$ cat src/sv/tte_pkg.sv
// Shared types and constants of the text terminal character engine.
// No dependencies; the files that use it refer to it by scoped names.
package tte_pkg;

  localparam int COLS   = 80;
  localparam int ROWS   = 25;
  localparam int NCELLS = COLS * ROWS;
  localparam int ADDR_W = $clog2(NCELLS);
  localparam int COL_W  = 7;
  localparam int ROW_W  = 5;
  localparam int CELL_W = 16;

  localparam logic [7:0] CH_NEWLINE   = 8'd10;
  localparam logic [7:0] CH_BACKSPACE = 8'd8;
  localparam logic [7:0] CH_TAB       = 8'd9;
  localparam logic [7:0] CH_BLANK     = 8'd32;
  localparam logic [7:0] ATTR_RESET   = 8'h07;

  typedef enum logic [1:0] {
    KIND_PUT   = 2'd0,
    KIND_SET   = 2'd1,
    KIND_CLEAR = 2'd2,
    KIND_READ  = 2'd3
  } tte_kind_e;

  typedef enum logic [2:0] {
    OP_CHAR,
    OP_NEWLINE,
    OP_BACKSPACE,
    OP_TAB,
    OP_SET_CURSOR,
    OP_CLEAR,
    OP_READ,
    OP_REPORT
  } tte_op_e;

  typedef enum logic [2:0] {
    S_INIT,
    S_IDLE,
    S_TAB,
    S_SCROLL,
    S_FILL,
    S_READ,
    S_DONE
  } tte_state_e;

  typedef struct packed {
    tte_op_e            op;
    logic [7:0]         ch;
    logic               x_ok;
    logic               y_ok;
    logic [COL_W-1:0]   col;
    logic [ROW_W-1:0]   row;
    logic [ADDR_W-1:0]  addr;
  } cmd_t;

  typedef struct packed {
    logic valid;
    cmd_t cmd;
  } q_head_t;

  typedef struct packed {
    logic init_done;
  } tte_status_t;

endpackage

$ cat src/sv/tte_req_if.sv
// Request channel: one terminal operation per request.
// Field widths are fixed; no package dependency.
interface tte_req_if;
  logic       valid;
  logic       ready;
  logic [1:0] kind;
  logic [7:0] character;
  logic [7:0] pos_x;
  logic [7:0] pos_y;

  modport source(output valid, kind, character, pos_x, pos_y, input ready);
  modport sink(input valid, kind, character, pos_x, pos_y, output ready);
endinterface

$ cat src/sv/tte_front.sv
// Front end: accepts requests, decodes them into commands, two-entry queue.
// Depends on tte_pkg and tte_req_if.
module tte_front (
  input  logic                 clk_i,
  input  logic                 rst_ni,
  tte_req_if.sink              req_i,
  input  tte_pkg::tte_status_t status_i,
  input  logic                 pop_i,
  output tte_pkg::q_head_t     head_o
);

  tte_pkg::cmd_t cmd;
  tte_pkg::cmd_t entry_q [2];
  logic          wr_ptr_q, wr_ptr_d;
  logic          rd_ptr_q, rd_ptr_d;
  logic [1:0]    count_q, count_d;
  logic          push;
  logic          pop;
  logic [15:0]   rd_ofs;

  assign rd_ofs = 16'(req_i.pos_x) + 16'(tte_pkg::COLS) * 16'(req_i.pos_y);

  always_comb begin
    cmd.op   = tte_pkg::OP_REPORT;
    cmd.ch   = req_i.character;
    cmd.x_ok = (req_i.pos_x < 8'(tte_pkg::COLS));
    cmd.y_ok = (req_i.pos_y < 8'(tte_pkg::ROWS));
    cmd.col  = req_i.pos_x[tte_pkg::COL_W-1:0];
    cmd.row  = req_i.pos_y[tte_pkg::ROW_W-1:0];
    cmd.addr = rd_ofs[tte_pkg::ADDR_W-1:0];
    case (tte_pkg::tte_kind_e'(req_i.kind))
      tte_pkg::KIND_PUT: begin
        case (req_i.character)
          tte_pkg::CH_NEWLINE:   cmd.op = tte_pkg::OP_NEWLINE;
          tte_pkg::CH_BACKSPACE: cmd.op = tte_pkg::OP_BACKSPACE;
          tte_pkg::CH_TAB:       cmd.op = tte_pkg::OP_TAB;
          default:               cmd.op = tte_pkg::OP_CHAR;
        endcase
      end
      tte_pkg::KIND_SET:   cmd.op = tte_pkg::OP_SET_CURSOR;
      tte_pkg::KIND_CLEAR: cmd.op = tte_pkg::OP_CLEAR;
      tte_pkg::KIND_READ: begin
        // out-of-range read only reports the cursor
        cmd.op = (cmd.x_ok && cmd.y_ok) ? tte_pkg::OP_READ : tte_pkg::OP_REPORT;
      end
      default: cmd.op = tte_pkg::OP_REPORT;
    endcase
  end

  assign req_i.ready = (count_q != 2'd2) && status_i.init_done;
  assign push        = req_i.valid && req_i.ready;
  assign pop         = pop_i && (count_q != 2'd0);

  always_comb begin
    wr_ptr_d = push ? ~wr_ptr_q : wr_ptr_q;
    rd_ptr_d = pop ? ~rd_ptr_q : rd_ptr_q;
    count_d  = count_q + 2'(push) - 2'(pop);
  end

  always_ff @(posedge clk_i or negedge rst_ni) begin
    if (!rst_ni) begin
      wr_ptr_q <= 1'b0;
      rd_ptr_q <= 1'b0;
      count_q  <= 2'd0;
    end else begin
      wr_ptr_q <= wr_ptr_d;
      rd_ptr_q <= rd_ptr_d;
      count_q  <= count_d;
    end
  end

  always_ff @(posedge clk_i) begin
    if (push) begin
      entry_q[wr_ptr_q] <= cmd;
    end
  end

  assign head_o.valid = (count_q != 2'd0);
  assign head_o.cmd   = entry_q[rd_ptr_q];

endmodule

$ cat src/flat_wrapper.sv
// flat-port wrapper written by rule: the top's interface ports become plain ports
module tte_front_flat 
  (clk_i, rst_ni, status_i, pop_i, head_o, req_i_valid, req_i_kind, req_i_character, req_i_pos_x, req_i_pos_y, req_i_ready);
  tte_req_if req_i_i ();
  input  logic clk_i;
  input  logic rst_ni;
  input  tte_pkg::tte_status_t status_i;
  input  logic pop_i;
  output tte_pkg::q_head_t head_o;
  input wire logic [$bits(req_i_i.valid)-1:0] req_i_valid;
  input wire logic [$bits(req_i_i.kind)-1:0] req_i_kind;
  input wire logic [$bits(req_i_i.character)-1:0] req_i_character;
  input wire logic [$bits(req_i_i.pos_x)-1:0] req_i_pos_x;
  input wire logic [$bits(req_i_i.pos_y)-1:0] req_i_pos_y;
  output wire logic [$bits(req_i_i.ready)-1:0] req_i_ready;
  assign req_i_i.valid = req_i_valid;
  assign req_i_i.kind = req_i_kind;
  assign req_i_i.character = req_i_character;
  assign req_i_i.pos_x = req_i_pos_x;
  assign req_i_i.pos_y = req_i_pos_y;
  assign req_i_ready = req_i_i.ready;
  tte_front u_core (.clk_i(clk_i), .rst_ni(rst_ni), .req_i(req_i_i), .status_i(status_i), .pop_i(pop_i), .head_o(head_o));
endmodule
$ cat config.mk
export PLATFORM = sky130hd
export DESIGN_NAME = tte_front_flat
export DESIGN_NICKNAME = d
export VERILOG_FILES = /design/src/sv/tte_pkg.sv /design/src/sv/tte_req_if.sv /design/src/sv/tte_front.sv /design/src/flat_wrapper.sv
export SDC_FILE = /design/constraint.sdc
export NUM_CORES = 1
export LEC_CHECK = 0
export BUFFER_PORTS_ARGS = -buffer_cell sky130_fd_sc_hd__buf_4
export CAP_MARGIN = 20
export CORE_MARGIN = 8
export CORE_UTILIZATION = 46
export CTS_CLUSTER_SIZE = 16
export DETAILED_ROUTE_END_ITERATION = 6
export GPL_TIMING_DRIVEN = 0
export PLACE_DENSITY_LB_ADDON = 0.25
export SYNTH_ARGS = -nofsm -noshare
export SYNTH_HDL_FRONTEND = slang
export SYNTH_SLANG_ARGS = --single-unit
$ cat constraint.sdc
create_clock -name clk_i -period 6.1 [get_ports clk_i]
set_input_delay 1.22 -clock clk_i [delete_from_list [all_inputs] [get_ports clk_i]]
set_output_delay 1.22 -clock clk_i [all_outputs]
set_load 0.01 [all_outputs]
Word-level counts from Yosys, hierarchy flattened
Memory sizes are Yosys's and may differ from the RTL's.
Cells that the tools add are included.
{"block": "totals", "regBits": 4, "ram_bits": 72, "in_bits": 31, "out_inout_bits": 38, "word_cells": 30, "memories": 1}
{"memory": "u_core.entry_q", "words": 2, "word_bits": 36, "read_ports": 1, "rd_ports_with_merged_regs": 0, "write_ports": 1, "line": "tte_front.sv:13", "source": "tte_pkg::cmd_t entry_q [2];"}
{"block": "op_classes", "addsub": 3, "n_mul": 1, "n_lt_le_gt_ge": 2, "eq_ne": 7, "muxes": 5, "n_bitwise": 2, "reduce_logical": 6}
{"op": "$eq 8x4->1 const B", "count": 3}
{"op": "$pmux 3 s4", "count": 1}
{"op": "$add 8x11->11", "count": 1}
{"op": "$lt 8x5->1 const B", "count": 1}
{"op": "$lt 8x7->1 const B", "count": 1}
{"op": "$mul 3x8->7 const A", "count": 1}
{"op": "$pmux 2 s3", "count": 1}
{"op": "$eq 2x2->1 const B", "count": 2}
{"op": "$logic_and 1x1->1", "count": 4}
{"op": "$mux 1", "count": 3}
{"op": "$add 2x1->2", "count": 1}
{"op": "$eq 2x1->1 const B", "count": 1}
{"op": "$logic_not 2->1", "count": 1}
{"op": "$ne 2x2->1 const B", "count": 1}
{"op": "$not 1->1", "count": 2}
{"op": "$reduce_bool 2->1", "count": 1}
{"op": "$sub 2x1->2", "count": 1}

Longest topological paths before layout
{"block": "logic_depth", "depth_word": 5, "mapped_depth": 7, "depth_no_buf": 7}

Worst setup path before layout
No wires, ideal clock.
{"block": "synth_path", "path_type": "input port to flip-flop", "start": "in status_i", "end": "mem u_core.entry_q[0][10] (netlist name) (enable)", "setup_ns": 0.421, "arrival_ns": 3.176, "t_required_ns": 5.679, "setup_slack_ns": 2.503, "path_stages": 3, "n_path_buf": 0, "cell_sequence": "a21boi_0 nand2_1 nor2_1"}
{"block": "synth_between", "elab_chain_cells": 4}
{"element": "from (decl)", "line": "flat_wrapper.sv:7", "source": "input tte_pkg::tte_status_t status_i;"}
{"element": "$logic_and 1x1->1", "line": "tte_front.sv:50", "source": "assign req_i.ready = (count_q != 2'd2) && status_i.init_done;"}
{"element": "$logic_and 1x1->1", "line": "tte_front.sv:51", "source": "assign push = req_i.valid && req_i.ready;"}
{"element": "$mux 1", "line": "tte_front.sv:73", "source": "if (push) begin"}
{"element": "$mux 1 (implied by the code)", "line": "tte_front.sv:74", "source": "entry_q[wr_ptr_q] <= cmd;"}
{"element": "to (decl)", "line": "tte_front.sv:13"}
No other way between the ends.

Worst setup path after layout
{"block": "layout_path", "start": "in status_i", "end": "out req_i_ready"}
{"block": "layout_between", "elab_chain_cells": 1}
{"element": "$logic_and 1x1->1", "line": "tte_front.sv:50"}
{"element": "to (decl)", "line": "flat_wrapper.sv:15", "source": "output wire logic [$bits(req_i_i.ready)-1:0] req_i_ready;"}
No other way between the ends.

==> qor_table.md <==
| Result | This run |
|---|---|
| Run status | finished, final reports clean |
| Num rows | 29 |
| Global routing met3 resource utilization | 0.0398 |
| Layout Area Growth over Synthesis | 27.6% |
| Hold bufs inserted after CTS | 0 |
| Total power consumption of the routed design | 1480 uW |
| Count of nets after finishing | 302 |
| Detailed-routing iteration count for the pre-antenna-repair pass | 4 |
| Areal power density over the cells | 389 nW/um^2 |
| Busiest layer in global routing | met2 |
| Top cells by area in the synthesized netlist | sky130_fd_sc_hd__edfxtp_1, sky130_fd_sc_hd__mux2_2, sky130_fd_sc_hd__ha_1 |
| Flip-flop and latch count after synthesis | 68 |
| Depth of the worst register-to-register path | 2 |
| Data required, critical path | 4.88 ns |
| Type of the worst min-delay path | flip-flop to flip-flop |
| Number of clock sinks seen by CTS | 68 |
| Sum of overflow across all layers after global routing | 0 |
| Cell internal pwr | 1060 uW |
| Number of max-capacitance violations reported | 0 |
| Cell type with the largest total area after synthesis | sky130_fd_sc_hd__edfxtp_1 |
| Final std cells w/o fill | 338 |
| Clock-pin slew of the registers on the worst-case setup and hold paths | 0.07 ns |
| Transition time at the pin with the least slew margin | 0.772 ns |
| Count of distinct cell types in the synthesized netlist | 31 |
| Start point of the worst min-delay path | u_core.count_q[1] |
| Met2 layer usage reported by global route | 0.196 |
| Weighted congestion at the end of routability-driven global placement | 0.793 |
| Antenna Diode Count | 0 |
| Instance count after placement with tap cells included | 322 |
| Die footprint | 9340 um^2 |
| Worst clock skew | 0.00869 ns |
| Peak Freq | 0.337 GHz |
| Reg-to-reg startpoint | u_core.count_q[1] |
| Final Routed Wirelength | 5610 um |
| Number of warning messages in the yosys log | 0 |
| # DRC | 0 |
| Count of buffers added by post-CTS timing repair for setup | 0 |
| Reg-to-reg endpoint | u_core.entry_q[1][34] |
| Total of buffers placed on input and output ports | 68 |
| Detailed-route via count | 1643 |
| H-tree levels | 3 |
| CP Capture Type | output pin |
| Switching fraction of total power | 0.286 |
| DRC violation total after the first TritonRoute iteration | 62 |
| Unrepaired setup endpoints after global routing | false |
| Cell area after synthesis | 2990 um^2 |
| Maximum buffer depth of the clock tree | 2 |
| Core box area | 6310 um^2 |
| Fraction of met1 tracks used by global routing | 0.147 |
| Root buffer cell | sky130_fd_sc_hd__clkbuf_8 |
| Max FO, Critical Path | 3 |
| Pin count of the biggest net entering global routing | 33 |
| Post-cts repair resize count | 0 |
| Relative contribution of combinational cells to total power | 0.355 |
| Top-Level Pins | 69 |
| Starting utilization of the core area | 0.474 |
| Hold-critical path depth | 1 |
| Detailed-route wire length per cell | 16.6 um |
| Crit path kind | input port to output pin |
| Endpoint with the worst hold slack | u_core.count_q[1] |
| Routed vias/inst | 4.86 |
| Max VDD drop | 0.242 mV |
| Critical path arrival | 1.74 ns |
| Net switching power figure | 425 uW |
| CTS tree | built |
| Final instance area | 3820 um^2 |
| Final clock period utilization by the worst path | 0.486 |
| Number of antenna violations at the first check in global routing | 0 |
| Share of async-settable or async-resettable flops after synthesis | 0.0588 |
| Die Height | 96.6 um |
| Die X-Extent | 96.6 um |
| Kind of start point of the critical path | input port |
| Worst max-slew margin expressed relative to the limit | 0.485 |
| Syn Nets | 222 |
| Share of cells above drive strength 1 | 0.494 |
| Clock buffers created by TritonCTS | 9 |
| Minimum clock period | 2.96 ns |
| Share of Yosys cell area claimed by the top area cell type | 0.642 |
| Count of filler cells inserted in the layout | 499 |
| Total Negative Setup Slacks | 0 ns |
| Power share of the clock group | 0.231 |
| Placed Instance Area | 3630 um^2 |
| Number of setup violations in the final report | 0 |
| Top FF cell, synth | sky130_fd_sc_hd__edfxtp_1 |
| Half-perimeter wire length of the detailed placement result | 4110 um |
| Insertion delay of the later-clocked pin in the worst-skew pair | 0.34 ns |
| Number of flops mapped to enable cells by yosys | 64 |
| First-pass GRT wire length | 9250 um |
| Count of antenna-violating nets left after detailed routing | 0 |
| Syn Inst Count | 176 |
| Number of max-slew violations in the final report | 0 |
| Worst reg-to-reg setup slack | 4.29 ns |
| Number of global-route vias before repair | 1827 |
| Total global-route track usage | 0.124 |
| Static leakage power | 0.00150 uW |
| Portion of the post-synthesis area used by sequential elements | 0.676 |
| Portion of total power attributed to sequential cells | 0.414 |
| Post-Syn Area per Cell | 17.0 um^2 |
| Hold violation total from the final report | 0 |
==> sequential cells by signal (all words and copies together) (netlist names) <==
signal           count
u_core.entry_q      64
u_core.count_q       2
u_core.rd_ptr_q      1
u_core.wr_ptr_q      1
==> per-layer routing <==
layer | wire length [um] | vias to the layer above
met3 | 281 | 12
met2 | 2680 | 45
met5 | 0 | -
li1 | - | 807
met1 | 2520 | 779
met4 | 119 | 0
==> final cells by class <==
class	count	area, um^2	share of cell area
sequential	68	2020	0.530
multi-input combinational	89	887	0.232
timing repair buffer	69	538	0.141
clock buffer	10	128	0.0334
tap	77	96.3	0.0252
clock inverter	6	55.1	0.0144
buffer	8	50.0	0.0131
inverter	11	41.3	0.0108
==> cell usage in the layout (no fill, tap or decap), drive strengths merged, types with 3 or more instances in the layout <==
| cell | netlist | final |
|---|---|---|
| buf | 8 | 77 |
| edfxtp | 64 | 64 |
| mux2 | 32 | 32 |
| ha | 13 | 13 |
| inv | 11 | 11 |
| xnor2 | 11 | 11 |
| clkbuf | 0 | 10 |
| nand2 | 4 | 4 |
| dfrtp | 4 | 4 |
| clkinv | 0 | 4 |
| xor2 | 3 | 3 |
==> power groups by stage <==
stage          Sequential, uW  Combinational, uW  Clock [uW]
2_1_floorplan             619                310           0
3_3_place_gp              623                524           0
3_5_place_dp              625                538           0
4_1_cts                   615                541         349
5_1_grt                   620                576         371
6_report                  614                527         343
==> cells in the mapped netlist, types with 3 or more instances <==
library cell	instances
sky130_fd_sc_hd__buf_2	4
sky130_fd_sc_hd__buf_4	4
sky130_fd_sc_hd__dfrtp_1	4
sky130_fd_sc_hd__edfxtp_1	64
sky130_fd_sc_hd__ha_1	13
sky130_fd_sc_hd__inv_1	11
sky130_fd_sc_hd__mux2_2	32
sky130_fd_sc_hd__nand2_1	4
sky130_fd_sc_hd__xnor2_1	11
sky130_fd_sc_hd__xor2_1	3
==> cells by family after synthesis <==
| logic type | count (synthesis) | share of synthesized area |
|---|---|---|
| flip-flops | 68 | 0.676 |
| multiplexers | 32 | 0.120 |
| buffers and inverters | 19 | 0.0305 |
| AND/OR/NAND/NOR | 16 | 0.0351 |
| adder cells (fa/ha/maj) | 15 | 0.0678 |
| XOR/XNOR | 14 | 0.0410 |
| AO/OA/AOI/OAI | 12 | 0.0293 |
==> stage by stage <==
stage          hold slack [ns]  utilization  setup slack, ns
2_1_floorplan            0.455            -             2.50
3_3_place_gp             0.472        0.570             1.79
3_5_place_dp             0.498        0.576             2.97
4_1_cts                  0.507        0.605             3.13
5_1_grt                  0.533        0.605             3.05
6_report                 0.504        0.605             3.14
==> critical path, cell delays in order <==
cell and delay, ns:
sky130_fd_sc_hd__buf_4 0.07, sky130_fd_sc_hd__a21boi_0 0.27, sky130_fd_sc_hd__buf_4 0.18
==> worst max-delay path by stage <==
stage               depth (start not counted)  slack [ns]             from               endpoint
global placement                            4        1.79         status_i   u_core.entry_q[0][7]
floorplan                                   3        2.50         status_i  u_core.entry_q[0][10]
global route                                5        3.05  u_core.rd_ptr_q             head_o[16]
finish                                      3        3.14         status_i            req_i_ready
CTS                                         3        3.13         status_i            req_i_ready
detailed placement                          7        2.97   req_i_pos_y[1]  u_core.entry_q[1][10]
Note: power is estimated with default switching activity, not from simulation.
